**src/hdl/tgbp_pkg.sv**
```systemverilog
// ----------------------------------------------------------------------------
// tgbp_pkg
// Shared types and constants of the tagged geometric-history branch predictor.
// ----------------------------------------------------------------------------
package tgbp_pkg;

  // Result code for "no tagged table": base bimodal
  localparam logic [3:0] NO_TABLE = 4'd8;

  // Opcodes carried on in_tuser
  localparam logic OP_PREDICT = 1'b0;
  localparam logic OP_UPDATE  = 1'b1;

  // Geometric history lengths, one per tagged table
  localparam int GEO_LEN [8] = '{4, 7, 12, 20, 34, 58, 99, 168};

  // Per-table index scramble multiplier
  localparam logic [63:0] TABLE_MULT = 64'd2654435761;

  // Counter value of a freshly allocated entry and of the base at reset
  localparam logic [1:0] CTR_WEAK_TAKEN = 2'd2;

  // Controller states, one-hot
  typedef enum logic [5:0] {
    ST_CLEAR   = 6'b000001,
    ST_IDLE    = 6'b000010,
    ST_READ    = 6'b000100,
    ST_EVAL    = 6'b001000,
    ST_SWEEP   = 6'b010000,
    ST_SW_END  = 6'b100000
  } state_t;

  // Controller to datapath
  typedef struct packed {
    logic load;      // capture an input beat
    logic commit;    // write back, load output register
    logic clr_step;  // clearing pass: write one entry
    logic sw_step;   // decay sweep: read next entry
  } cmd_t;

  // Datapath to controller
  typedef struct packed {
    logic clr_done;    // clearing pass at its last entry
    logic sw_last;     // sweep reading its last entry
    logic decay_fire;  // this update ends a decay period
  } stat_t;

  // Saturating 2-bit counter step
  function automatic logic [1:0] bump(input logic [1:0] c, input logic up);
    logic [1:0] r;
    r = c;
    if (up) begin
      if (c != 2'd3) r = c + 2'd1;
    end else begin
      if (c != 2'd0) r = c - 2'd1;
    end
    return r;
  endfunction

endpackage

```
**src/hdl/tgbp_ctrl.sv**
```systemverilog
// ----------------------------------------------------------------------------
// tgbp_ctrl
// Sequencer: clearing pass, beat capture, evaluate/commit, decay sweep.
// ----------------------------------------------------------------------------
module tgbp_ctrl (
  input  logic           clk,
  input  logic           rst_n,
  input  logic           in_tvalid,
  output logic           in_tready,
  output logic           out_tvalid,
  input  logic           out_tready,
  output tgbp_pkg::cmd_t cmd,
  input  tgbp_pkg::stat_t stat
);
  import tgbp_pkg::*;

  state_t state_r, state_nxt;
  logic   out_valid_r, out_valid_nxt;
  logic   can_commit;

  assign can_commit = !out_valid_r || out_tready;
  assign in_tready  = (state_r == ST_IDLE);
  assign out_tvalid = out_valid_r;

  // next state and commands
  always_comb begin
    state_nxt = state_r;
    cmd       = '0;
    case (state_r)
      ST_CLEAR: begin
        cmd.clr_step = 1'b1;
        if (stat.clr_done) state_nxt = ST_IDLE;
      end
      ST_IDLE: begin
        if (in_tvalid) begin
          cmd.load  = 1'b1;
          state_nxt = ST_READ;
        end
      end
      ST_READ: state_nxt = ST_EVAL;
      ST_EVAL: begin
        if (can_commit) begin
          cmd.commit = 1'b1;
          state_nxt  = stat.decay_fire ? ST_SWEEP : ST_IDLE;
        end
      end
      ST_SWEEP: begin
        cmd.sw_step = 1'b1;
        if (stat.sw_last) state_nxt = ST_SW_END;
      end
      ST_SW_END: state_nxt = ST_IDLE;
      default:   state_nxt = ST_CLEAR;
    endcase
  end

  // output beat held until taken
  always_comb begin
    out_valid_nxt = out_valid_r;
    if (cmd.commit)      out_valid_nxt = 1'b1;
    else if (out_tready) out_valid_nxt = 1'b0;
  end

  always_ff @(posedge clk) begin
    if (!rst_n) begin
      state_r     <= ST_CLEAR;
      out_valid_r <= 1'b0;
    end else begin
      state_r     <= state_nxt;
      out_valid_r <= out_valid_nxt;
    end
  end

endmodule

```
**config.mk**
```make
export PLATFORM = sky130hd
export DESIGN_NAME = tgbp_ctrl
export DESIGN_NICKNAME = d
export VERILOG_FILES = /design/src/hdl/tgbp_pkg.sv /design/src/hdl/tgbp_ctrl.sv
export SDC_FILE = /design/constraint.sdc
export NUM_CORES = 1
export LEC_CHECK = 0
export ABC_AREA = 1
export ABC_CLOCK_PERIOD_IN_PS = 2270
export BUFFER_PORTS_ARGS = -buffer_cell sky130_fd_sc_hd__buf_2
export CORE_AREA = 2 2 39 41
export DETAILED_ROUTE_END_ITERATION = 10
export DIE_AREA = 0 0 41 43
export SETUP_SLACK_MARGIN = 0.2
export SLEW_MARGIN = 20
export SYNTH_ARGS = -nofsm -noshare
export SYNTH_HDL_FRONTEND = slang
export SYNTH_SLANG_ARGS = --single-unit
```
**constraint.sdc**
```tcl
create_clock -name clk -period 2.27 [get_ports clk]
set_input_delay 0 -clock clk [delete_from_list [all_inputs] [get_ports clk]]
set_output_delay 0 -clock clk [all_outputs]
set_load 0.005 [all_outputs]
```
# Yosys cells after proc, flatten, opt, wreduce, memory -nomap -nowiden
# Index checks and enable logic that the tools add are counted.
word_totals:
  output_inout_bits: 6
  register_bits: 7
  word_cells: 30
  input_bits: 7
op_classes:
  reduce_logical: 4
  muxes: 14
  eq_ne: 10
op_table:
  columns: ["op", "count"]
  rows:
  - ["6-bit case mux with 6 select lines", 1]
  - ["6-bit 2-to-1 mux", 4]
  - ["1-bit 2-to-1 mux", 8]
  - ["2-bit != test, second input constant", 4]
  - ["6-bit by 1-bit == test with 1-bit output, second input constant", 1]
  - ["6-bit by 2-bit == test with 1-bit output, second input constant", 1]
  - ["6-bit by 3-bit == test with 1-bit output, second input constant", 1]
  - ["6-bit by 4-bit == test with 1-bit output, second input constant", 1]
  - ["6-bit by 5-bit == test with 1-bit output, second input constant", 1]
  - ["6-bit == test, second input constant", 1]
  - ["5-bit 2-to-1 mux", 1]
  - ["4-bit AND reduction", 1]
  - ["2-bit nonzero test", 1]
  - ["1-bit logical NOT", 1]
  - ["1-bit logical OR", 1]

# Longest topological paths before layout
# Gate-level depths: netlist of the first run.
logic_depth:
  ltp_word: 5
  depth_mapped: 8
  ltp_nobuf: 8

# Worst setup path before layout of the first run
# No wires, ideal clock.
synth_path:
  path_kind: "register to register"
  startpoint: "register state_r[2]"
  endpoint: "register state_r[0]"
  setup_ps: 115
  path_slack_ps: 1218
  arrival_ps: 937
  stages_incl_launch_ff: 7
  n_path_buf: 0
  period_less_slack_ps: 1052
  cell_sequence: "dfxtp_1 > nor2_4 > nand2_1 > nor3_2 > inv_2 > nand4_1 > nand2_1"
synth_via:
  elab_chain_len: 3
synth_rtl:
  columns: ["item", "line_no", "rtl"]
  rows:
  - ["from (decl)", "tgbp_ctrl.sv:17", "state_t state_r, state_nxt;"]
  - ["from (signal assigned)", "tgbp_ctrl.sv:68", "state_r <= state_nxt;"]
  - ["6-bit by 2-bit == test with 1-bit output (*)", null, null]
  - ["net in_tready", "tgbp_ctrl.sv:9", "output logic in_tready,"]
  - ["2-bit != test (no line)", null, null]
  - ["4-bit AND reduction (no line)", null, null]
# The timed path passes the listed nets; every way through them passes the cells marked *.
# A chain may end at the register's enable or synchronous reset.

==> results of run 1 <==
## worst paths after layout
path	startpoint	endpoint	slack [ps]	cells after the start
worst max-delay path	state_r[2]	cmd[3]	970	6
worst min-delay path	in_tvalid	state_r[2]	20	3
worst max register to register	state_r[0]	state_r[0]	1140	7
worst min register to register	out_tvalid	out_tvalid	580	4
## per-stage QoR
stage | utilization [%] | hold WS (ps)
after floorplan | - | 126
after global placement | 37.3 | 230
after detailed placement | 37.3 | 232
after CTS | 39.9 | 20.0
after global routing | 39.9 | 26.8
final | 39.9 | 24.8
## sequential cells by signal (all words and copies together) (netlist names)
name	cells
out_tvalid	1
state_r	6
## tightest hold or removal path: stages
cell,delay (ps)
sky130_fd_sc_hd__buf_2,90
sky130_fd_sc_hd__inv_1,90
sky130_fd_sc_hd__nor3_2,50
## power by group
group	internal [mW]	leakage, nW	switching, mW
clock network	0.0675	0.0150	0.0518
registers	0.132	0.0569	0.0135
logic	0.0399	0.222	0.0593
## layer usage
metal	part of all wire [%]	vias to the layer above
met5	0	-
met4	2.0	0
met2	42	15
li1	-	233
met1	51	186
met3	4.7	4
## cell families after synthesis
family | after synthesis | share of synthesized area, %
AO/OA/AOI/OAI | 4 | 4.52
AND/OR/NAND/NOR | 37 | 50.3
flip-flops | 7 | 31.6
buffers and inverters | 15 | 13.6
## placed cells by master (no fill, tap or decap)
cell | netlist | routed
sky130_fd_sc_hd__buf_2 | 0 | 12
sky130_fd_sc_hd__inv_1 | 11 | 11
sky130_fd_sc_hd__nor2_1 | 10 | 10
sky130_fd_sc_hd__nand2_1 | 7 | 7
sky130_fd_sc_hd__dfxtp_1 | 7 | 7
sky130_fd_sc_hd__nand4_1 | 6 | 6
sky130_fd_sc_hd__a21oi_1 | 4 | 4
sky130_fd_sc_hd__nor2_4 | 3 | 3
sky130_fd_sc_hd__inv_2 | 3 | 3
sky130_fd_sc_hd__clkbuf_4 | 0 | 3
sky130_fd_sc_hd__nor2_2 | 2 | 2
sky130_fd_sc_hd__nand3_2 | 2 | 2
sky130_fd_sc_hd__nor3_2 | 2 | 2
sky130_fd_sc_hd__nand3_1 | 2 | 2
sky130_fd_sc_hd__and3_1 | 1 | 1
sky130_fd_sc_hd__nand4_2 | 1 | 1
sky130_fd_sc_hd__nand2_2 | 1 | 1
sky130_fd_sc_hd__clkbuf_1 | 0 | 1
sky130_fd_sc_hd__dlygate4sd3_1 | 0 | 1
## area by class of cell
| cell class | instances | area share (%) |
|---|---|---|
| Inverter | 14 | 9.52 |
| Sequential cell | 7 | 25.4 |
| Multi-Input combinational cell | 41 | 44.0 |
| Clock buffer | 4 | 4.76 |
| Tap cell | 16 | 3.63 |
| Timing Repair Buffer | 13 | 12.7 |
## timing repair
item / CTS / global route
setup buffers: 0 / 0
hold buffers: 1 / 0
endpoints found under the hold margin: 1 / 0
endpoints found under the setup margin: 0 / 0
==> results.md, run 1 <==
* outcome: finished, final reports clean
* maximum number of pins on one net before global-route repair: 8
* Most used DFF post-synth: sky130_fd_sc_hd__dfxtp_1
* number of different library cells in the post-synthesis netlist: 16
* top cell type's share of synthesized area: 31.6%
* antenna violations before repair: 0
* maximum fanout encountered on the critical timing path: 7
* synthesis-stage register bit count: 7
* core area: 1380 um^2
* clock-pin slew of the registers on the worst-case setup and hold paths: 60 ps
* ant diodes: 0
* global-route met3 utilization: 3.14%
* share of the cycle needed by the critical path after routing: 57.4%
* power per cell area: 660 nW/um^2
* wire length of the first global-routing pass: 1.55 mm
* Worst Setup End Kind: output pin
* Post-Place Worst Slack: 1150 ps
* y dimension of the die: 43 um
* number of vias per cell: 4.61
* Total Negative Setup Slacks: 0 ps
* TritonCTS clock tree: done
* Finished Layout Cells: 95
* cell at the slowest stage of the critical path: sky130_fd_sc_hd__dfxtp_1
* unrepaired setup endpoints after global routing: false
* cell types occupying the most area after synthesis: sky130_fd_sc_hd__dfxtp_1, sky130_fd_sc_hd__inv_1, sky130_fd_sc_hd__nand4_1
* count of warnings emitted by yosys: 0
* average size of a mapped cell: 7.03 um^2
* critical path cell sequence: nor2_4 > nand2_1 > nor3_2 > inv_2 > nor2_1 > buf_2
* total instance count after detailed placement: 90
* Post-DRT Antenna Nets: 0
* combined flip-flop and latch cell area: 140 um^2
* cell type with the highest aggregate area in the netlist: sky130_fd_sc_hd__dfxtp_1
* top post-synthesis cells by count: sky130_fd_sc_hd__inv_1, sky130_fd_sc_hd__nor2_1, sky130_fd_sc_hd__dfxtp_1, sky130_fd_sc_hd__nand2_1, sky130_fd_sc_hd__nand4_1
* CP Data Arrival Time: 1300 ps
* # IOs: 13
* Root Driver: sky130_fd_sc_hd__clkbuf_4
* initial detailed-routing violation count: 9
* worst slew slack as a fraction of its limit: 84.9%
* Seq/Total Area, Yosys: 31.6%
* clock latency reported for the late side of the worst-skew pair: 260 ps
* cell area reported after detailed placement: 515 um^2
* CP Data Required Time: 2270 ps
* P&R area growth vs syn: 24.6%
* number of global-route vias before repair: 382
* total clock sinks: 7
* area of the multi-input gates: 243 um^2
* number of standard-cell rows in the floorplan: 14
* EDFF count, synth: 0
* Cell Area, Synth: 443 um^2
* kind of start point of the critical path: register
* post-layout worst setup margin: 967 ps
* final RePlAce weighted congestion: 0.856
* most numerous cell in the Yosys netlist: sky130_fd_sc_hd__inv_1
* maximum clock skew at final layout: 4.61 ps
* count of buffers from port buffering: 12
* final net count: 87
* Max H-tree Level: 1
* number of buffer and inverter instances along the worst setup path: 2
* pin slew with the least headroom to its limit: 227 ps
* CTS max path bufs: 2
* initial standard-cell utilization of the core: 32.0%
* worst IR drop on VDD: 0.338 mV
* maxcap violations: 0
* global-route met1 utilization: 18.7%
* CTS Buf Count: 3
* post-cts sizing count: 0
* fin. max-slew vios: 0
* class of the most critical hold timing path: primary input to register
* global router's overall resource usage: 13.2%
* static leakage: 0.294 nW
* Post-Layout Inst Area: 552 um^2
* horizontal die dimension: 41 um
* dominant delay contributor by cell family on the critical path: simple AND/OR/NAND/NOR gates
* vias: 438
* overflow left after global routing: 0
* number of cells produced by synthesis: 63
* net count after synthesis: 70
* total power: 0.364 mW
* GR peak layer: met1
* number of setup violations in the final report: 0
* estimated wirelength of the detail-placed design: 711 um
* die footprint: 1760 um^2
* Remaining DRCs: 0
* Routed WL: 909 um
* delay of the slowest cell on the worst path: 350 ps
* met2 Usage GRT: 16.3%
* number of hold-slack violations in the final timing report: 0
* filler instances: 142
* Crit Path Category: register to output pin
* share of flip-flops with an asynchronous set or reset after synthesis: 0%
* fraction of layout instances using a drive strength above 1: 36.7%
* Period minus WS final: 1300 ps
* number of iterations in the first detailed-routing pass: 4
* highest clock frequency the design can meet: 767 MHz
* routed wire length per instance: 9.57 um
(Power assumes the default switching activity.)
==> run 2: changes to the inputs <==
--- a/config.mk
+++ b/config.mk
@@ -5,8 +5,8 @@
 export SDC_FILE = /design/constraint.sdc
 export NUM_CORES = 1
 export LEC_CHECK = 0
-export ABC_AREA = 1
-export ABC_CLOCK_PERIOD_IN_PS = 2270
+export ABC_AREA = 0
+export ABC_CLOCK_PERIOD_IN_PS = 1350
 export BUFFER_PORTS_ARGS = -buffer_cell sky130_fd_sc_hd__buf_2
 export CORE_AREA = 2 2 39 41
 export DETAILED_ROUTE_END_ITERATION = 10
==> constraint.sdc (replaced) <==
create_clock -name clk -period 1.35 [get_ports clk]
set_input_delay 0 -clock clk [delete_from_list [all_inputs] [get_ports clk]]
set_output_delay 0 -clock clk [all_outputs]
set_load 0.005 [all_outputs]
==> run 2 against run 1 <==
The run now ends with negative setup slack left. Final area up 57%. Hold slack got worse by 21 ps. Clock power up 67%. Largest power group unchanged.
==> results.md, run 2 <==
* outcome: finished with violations
* violated checks: negative setup slack
* most common cell after layout, fill and taps aside: sky130_fd_sc_hd__buf_4
* critical path depth in cells: 5, -1
* critical path cell sequence: or4_4 > buf_4 > nor4b_4 > nor3_2 > a32o_2
* maxcap violations: 0, unchanged
* wire length of the first global-routing pass: 2.07 mm, +34%
* share of flip-flops with an asynchronous set or reset after synthesis: 0%, unchanged
* filler instances: 128, -9.9%
* global router's overall resource usage: 18.5%, +5.3 points
* number of different library cells in the post-synthesis netlist: 32, +16
* Routed WL: 1.58 mm, +73%
* cell type with the highest aggregate area in the netlist: sky130_fd_sc_hd__dfxtp_1
* dominant delay contributor by cell family on the critical path: simple AND/OR/NAND/NOR gates
* count of warnings emitted by yosys: 0, unchanged
* highest clock frequency the design can meet: 570 MHz
* internal reg-to-reg setup slack: -400 ps, -1540 ps
* highest-count cells in the layout ignoring fill and taps: sky130_fd_sc_hd__buf_4, sky130_fd_sc_hd__buf_2, sky130_fd_sc_hd__buf_6
* number of global-route vias before repair: 475, +24%
* number of setup violations in the final report: 10, +10
* pin slew with the least headroom to its limit: 300 ps, +72.8 ps
* average size of a mapped cell: 9.59 um^2, +36%
* kind of start point of the critical path: register
* CP startpoint: state_r[5]
* Seq/Total Area, Yosys: 28.6%, -3.0 points
* worst IR drop on VDD: 0.471 mV, +39%
* static leakage: 0.391 nW, +33%
* worst slew slack as a fraction of its limit: 79.7%, -5.1 points
* power per cell area: 725 nW/um^2, +9.9%
* cell at the slowest stage of the critical path: sky130_fd_sc_hd__or4_4
* Post-Place Worst Slack: -255 ps, -1410 ps
* share of the cycle needed by the critical path after routing: 130%
* CP Data Required Time: 1500 ps, -770 ps
* max reg flops: 6, unchanged
* post-layout worst setup margin: -405 ps, -1370 ps
* EDFF count, synth: 0, unchanged
* Total Negative Setup Slacks: -2690 ps, -2690 ps
* Most used DFF post-synth: sky130_fd_sc_hd__dfxtp_1
* register bank with the most flops: state_r
* y dimension of the die: 43 um, unchanged
* most numerous cell in the Yosys netlist: sky130_fd_sc_hd__dfxtp_1
* CP Data Arrival Time: 1910 ps, +610 ps
* clock-pin slew of the registers on the worst-case setup and hold paths: 60 ps, about the same
* P&R area growth vs syn: 76.7%
* final worst hold slack: 3.74 ps, -21.1 ps
* Worst Setup End Kind: register
* overflow left after global routing: 0, unchanged
* top cell type's share of synthesized area: 28.6%, -3.0 points
* Reg2Reg Capture Point: state_r[4]
* maximum fanout encountered on the critical timing path: 2, -5
* final RePlAce weighted congestion: 0.798, -6.8%
* R2R depth: 5, -2
* die footprint: 1760 um^2, unchanged
* crit path capture: state_r[4]
* Max H-tree Level: 1, unchanged
* initial detailed-routing violation count: 17, +8
* total clock sinks: 7, unchanged
* synthesis-stage register bit count: 7, unchanged
* top post-synthesis cells by count: sky130_fd_sc_hd__dfxtp_1, sky130_fd_sc_hd__o21ai_0, sky130_fd_sc_hd__and2_1, sky130_fd_sc_hd__buf_6
* CTS Buf Count: 3, unchanged
* estimated wirelength of the detail-placed design: 1.01 mm, +41%
* # IOs: 13, unchanged
* delay of the slowest cell on the worst path: 540 ps, +190 ps
* unrepaired setup endpoints after global routing: true
* cell types occupying the most area after synthesis: sky130_fd_sc_hd__dfxtp_1, sky130_fd_sc_hd__buf_6, sky130_fd_sc_hd__nor4b_4
* fin. max-slew vios: 0, unchanged
* launch instance of the worst register-to-register path: state_r[5]
* clock latency reported for the late side of the worst-skew pair: 260 ps, about the same
* routed wire length per instance: 15.1 um, +58%
* Post-DRT Antenna Nets: 0, unchanged
* Remaining DRCs: 0, unchanged
* net count after synthesis: 58, -17%
* TritonCTS clock tree: done
* Root Driver: sky130_fd_sc_hd__clkbuf_4
* CTS max path bufs: 2, unchanged
* maximum clock skew at final layout: 3.22 ps, -1.39 ps
* number of buffer and inverter instances along the worst setup path: 1, -1
* total power: 0.627 mW, +72%
* Crit Path Category: register to register
* number of cells produced by synthesis: 51, -19%
* ant diodes: 0, unchanged
* Period minus WS final: 1750 ps
* vias: 549, +25%
* count of buffers from port buffering: 12, unchanged
* number of hold-slack violations in the final timing report: 0, unchanged
* class of the most critical hold timing path: primary input to register
* number of iterations in the first detailed-routing pass: 4, unchanged
* initial standard-cell utilization of the core: 35.4%, +3.3 points
* antenna violations before repair: 0, unchanged
* fraction of layout instances using a drive strength above 1: 73.9%, +37 points
* maximum number of pins on one net before global-route repair: 8, unchanged
* number of vias per cell: 5.28, +14%
* horizontal die dimension: 41 um, unchanged
* Cell Area, Synth: 489 um^2, +10%
* core area: 1380 um^2, unchanged
* number of standard-cell rows in the floorplan: 14, unchanged
* final net count: 96, +10%
==> run 2: cell count changes after synthesis, moves of 3 or more <==
cell | before | now
sky130_fd_sc_hd__inv_1 | 11 | 2
sky130_fd_sc_hd__nor2_4 | 3 | 0
sky130_fd_sc_hd__and2_1 | 0 | 3
sky130_fd_sc_hd__inv_2 | 3 | 0
sky130_fd_sc_hd__a21oi_1 | 4 | 1
sky130_fd_sc_hd__nand4_1 | 6 | 0
sky130_fd_sc_hd__o21ai_0 | 0 | 4
sky130_fd_sc_hd__nand2_1 | 7 | 0
sky130_fd_sc_hd__nor2_1 | 10 | 2
sky130_fd_sc_hd__buf_6 | 0 | 3
==> run 2: metrics by stage <==
stage	instance area (um^2)	cells	utilization, %
global route	865	104	62.5
global placement	641	88	46.3
detailed placement	641	88	46.3
CTS	749	96	54.2
finish	865	104	62.5
floorplan	504	51	-
==> run 2: worst min-delay path by stage <==
stage | slack (ps) | to | cells after the start | startpoint
after CTS | 3 | state_r[0] | 2 | rst_n
after global routing | 10 | state_r[0] | 2 | rst_n
after floorplan | 90 | state_r[0] | 1 | rst_n
final | 4 | state_r[0] | 2 | rst_n
after global placement | 260 | state_r[0] | 2 | rst_n
after detailed placement | 270 | state_r[0] | 2 | rst_n
==> run 2: power breakdown <==
part	internal (mW)	switching, mW	total, mW
registers	0.216	0.00797	0.224
logic	0.115	0.0900	0.205
clock network	0.109	0.0898	0.199
==> run 2: final cells by class <==
class / instances / area [um^2] / area share [%]
repair buffers: 37 / 290 / 33.6
inverters: 2 / 7.51 / 0.868
well taps: 16 / 20.0 / 2.32
clock buffers: 3 / 22.5 / 2.60
multi-input cells: 38 / 373 / 43.1
clock inverters: 1 / 5.00 / 0.579
flip-flops and latches: 7 / 146 / 16.9
==> run 2: what timing repair did <==
action,in CTS,in global routing
pin swaps,6,6
gates cloned,0,0
hold buffers,1,0
buffers inserted,3,8
endpoints found under the setup margin,11,12
gates resized for setup,12,16
endpoints found under the hold margin,1,0
==> run 2: layer usage <==
| metal | wire length [um] | up-vias | GRT usage (%) |
|---|---|---|---|
| met1 | 634 | 261 | 21.2 |
| met5 | 0 | - | 0 |
| li1 | - | 267 | - |
| met3 | 68 | 4 | 9.42 |
| met2 | 841 | 17 | 27.5 |
| met4 | 31 | 0 | 8.00 |
==> run 2: cell families (layout without fill, tap and decap cells) <==
kind of cell / after synthesis / after routing / share of synthesized area [%]
AO/OA/AOI/OAI: 12 / 12 / 16.9
XOR/XNOR: 2 / 2 / 3.58
buffers and inverters: 6 / 43 / 9.98
flip-flops: 7 / 7 / 28.6
AND/OR/NAND/NOR: 24 / 24 / 40.9
==> run 3: changes to the inputs <==
--- a/config.mk
+++ b/config.mk
@@ -11,7 +11,7 @@
 export CORE_AREA = 2 2 39 41
 export DETAILED_ROUTE_END_ITERATION = 10
 export DIE_AREA = 0 0 41 43
-export SETUP_SLACK_MARGIN = 0.2
+export SETUP_SLACK_MARGIN = 0.5
 export SLEW_MARGIN = 20
 export SYNTH_ARGS = -nofsm -noshare
 export SYNTH_HDL_FRONTEND = slang
==> run 3 against run 2 <==
The flow still finishes with violations (negative setup slack). Register-to-register slack better by 20 ps. Power is 4.1% lower. Flip-flop and latch count stayed put. Die area stayed put. Combinational power is 14% lower. Final cell count is 5.8% lower. Final area is 4.6% lower. Non-clock buffer count is 6 lower. Count of clock-buffer cells in the layout is 1 higher. Critical endpoint unchanged.
==> results.md, run 3 (same netlist as run 2, synthesis figures left out) <==
* global-route met3 utilization: 4.71%, -4.7 points
* maximum clock skew at final layout: 6.76 ps, +3.54 ps
* total instance count after detailed placement: 87, -1.1%
* CP Data Required Time: 1500 ps, about the same
* Period minus WS final: 1730 ps, -20.9 ps
* clock-pin slew of the registers on the worst-case setup and hold paths: 50 ps, about the same
* Routed WL: 1.34 mm, -15%
* CTS Buf Count: 3, unchanged
* horizontal die dimension: 41 um, unchanged
* sequential share of power: 37.7%, +2.0 points
* die footprint: 1760 um^2, unchanged
* most common cell after layout, fill and taps aside: sky130_fd_sc_hd__buf_4
* CTS max path bufs: 2, unchanged
* Finished Layout Cells: 98, -5.8%
* y dimension of the die: 43 um, unchanged
* violated checks: negative setup slack
* maximum number of pins on one net before global-route repair: 8, unchanged
* cell area reported after detailed placement: 649 um^2, +1.4%
* core area: 1380 um^2, unchanged
* CP startpoint: state_r[4]
* initial standard-cell utilization of the core: 35.4%, unchanged
* number of setup violations in the final report: 10, unchanged
* worst slew slack as a fraction of its limit: 84.0%, +4.2 points
* switching portion of total power: 28.5%, -1.5 points
* clock latency reported for the late side of the worst-skew pair: 260 ps, about the same
* Post-Layout Inst Area: 825 um^2, -4.6%
* ant diodes: 0, unchanged
* Remaining DRCs: 0, unchanged
* design internal power: 0.430 mW, -2.1%
* # IOs: 13, unchanged
* post-layout worst setup margin: -384 ps, +20.9 ps
* worst IR drop on VDD: 0.565 mV, +20%
* Post-DRT Antenna Nets: 0, unchanged
* number of hold-slack violations in the final timing report: 0, unchanged
* initial detailed-routing violation count: 3, -14
* fraction of layout instances using a drive strength above 1: 68.3%, -5.6 points
* register bank with the most flops: state_r
* unrepaired setup endpoints after global routing: true
* static leakage: 0.358 nW, -8.5%
* estimated wirelength of the detail-placed design: 962 um, -4.3%
* Max H-tree Level: 1, unchanged
* wire length of the first global-routing pass: 2.19 mm, +5.7%
* R2R depth: 5, unchanged
* TritonCTS clock tree: done
* class of the most critical hold timing path: primary input to register
* Root Driver: sky130_fd_sc_hd__clkbuf_4
* number of global-route vias before repair: 490, +3.2%
* switching power summed over all nets: 0.171 mW, -8.8%
* number of vias per cell: 5.24, -0.64%
* filler instances: 123, -3.9%
* pin slew with the least headroom to its limit: 237 ps, -62.7 ps
* overflow left after global routing: 0, unchanged
* vias: 514, -6.4%
* count of buffers from port buffering: 12, unchanged
* launch instance of the worst register-to-register path: state_r[4]
* highest clock frequency the design can meet: 577 MHz, +1.2%
* maximum fanout encountered on the critical timing path: 3, +1
* number of iterations in the first detailed-routing pass: 4, unchanged
* highest-count cells in the layout ignoring fill and taps: sky130_fd_sc_hd__buf_4, sky130_fd_sc_hd__buf_2, sky130_fd_sc_hd__buf_6
* total clock sinks: 7, unchanged
* final RePlAce weighted congestion: 0.791, -0.83%
* maxcap violations: 0, unchanged
* share of the cycle needed by the critical path after routing: 128%, -1.5 points
* power per cell area: 729 nW/um^2, +0.54%
* antenna violations before repair: 0, unchanged
* CP Data Arrival Time: 1880 ps, -30 ps
* Crit Path Category: register to register
* share of power burned in combinational logic: 29.4%, -3.2 points
* Worst Setup End Kind: register
* kind of start point of the critical path: register
* max reg flops: 6, unchanged
* number of standard-cell rows in the floorplan: 14, unchanged
* P&R area growth vs syn: 68.5%
* fin. max-slew vios: 0, unchanged
* GR peak layer: met2
* final net count: 90, -6.3%
* internal reg-to-reg setup slack: -380 ps, +20 ps
* Reg2Reg Capture Point: state_r[4]
* crit path capture: state_r[4]
* Post-Place Worst Slack: -280 ps, -25.1 ps
* clock network power share: 32.9%, +1.2 points
* met2 Usage GRT: 28.1%, +0.62 points
* routed wire length per instance: 13.6 um, -9.9%
* global router's overall resource usage: 19.0%, +0.56 points
* outcome: finished with violations
* global-route met1 utilization: 24.4%, +3.1 points
-- run 3: repair_timing --
action | 4_1_cts | 5_1_grt
hold buffers | 0 | 0
endpoints found under the setup margin | 12 | 12
hold endpoints to repair | 0 | 0
setup buffers | 4 | 3
pin swaps | 7 | 8
gates resized for setup | 16 | 8
-- run 3: worst min-delay path by stage --
stage	start	end	cells after the start
2_1_floorplan	rst_n	state_r[0]	1
6_report	stat[0]	state_r[4]	2
3_5_place_dp	rst_n	state_r[0]	2
4_1_cts	rst_n	state_r[0]	2
3_3_place_gp	stat[0]	state_r[4]	2
5_1_grt	stat[0]	state_r[4]	2
-- run 3: cell type report --
| class | instances | area [um^2] | share of cell area (%) |
|---|---|---|---|
| Tap cell | 16 | 20.0 | 2.43 |
| Multi-Input combinational cell | 38 | 383 | 46.4 |
| Inverter | 2 | 7.51 | 0.910 |
| Timing Repair Buffer | 31 | 235 | 28.5 |
| Sequential cell | 7 | 153 | 18.5 |
| Clock buffer | 4 | 26.3 | 3.19 |
-- run 3: power groups by stage --
stage / clock network, mW / registers (mW) / logic [mW]
2_1_floorplan: 0 / 0.229 / 0.0849
3_3_place_gp: 0 / 0.230 / 0.140
3_5_place_dp: 0 / 0.230 / 0.141
4_1_cts: 0.203 / 0.227 / 0.162
5_1_grt: 0.213 / 0.228 / 0.192
6_report: 0.198 / 0.227 / 0.177
-- run 3: metal layers --
metal / up-vias / wire length (um)
met5: - / 0
met4: 0 / 25
met3: 2 / 38
met2: 10 / 713
met1: 248 / 560
li1: 254 / -
-- run 3: per-stage QoR --
step                      setup TNS, ps  hold WS (ps)  total power, mW  util (%)
after global routing              -3050          20.5            0.633      59.6
after global placement            -1150           275            0.369      46.9
after CTS                         -2460          1.18            0.593      55.0
after detailed placement          -1320           268            0.371      46.9
after floorplan                    -865          88.9            0.314         -
final                             -2460          4.12            0.601      59.6
-- run 3: worst max-delay path: stages, from the launching register on --
cell	delay, ps
sky130_fd_sc_hd__dfxtp_2	330
sky130_fd_sc_hd__or4_4	550
sky130_fd_sc_hd__buf_4	170
sky130_fd_sc_hd__nor4b_4	240
sky130_fd_sc_hd__nor3_2	80
sky130_fd_sc_hd__a32o_2	260
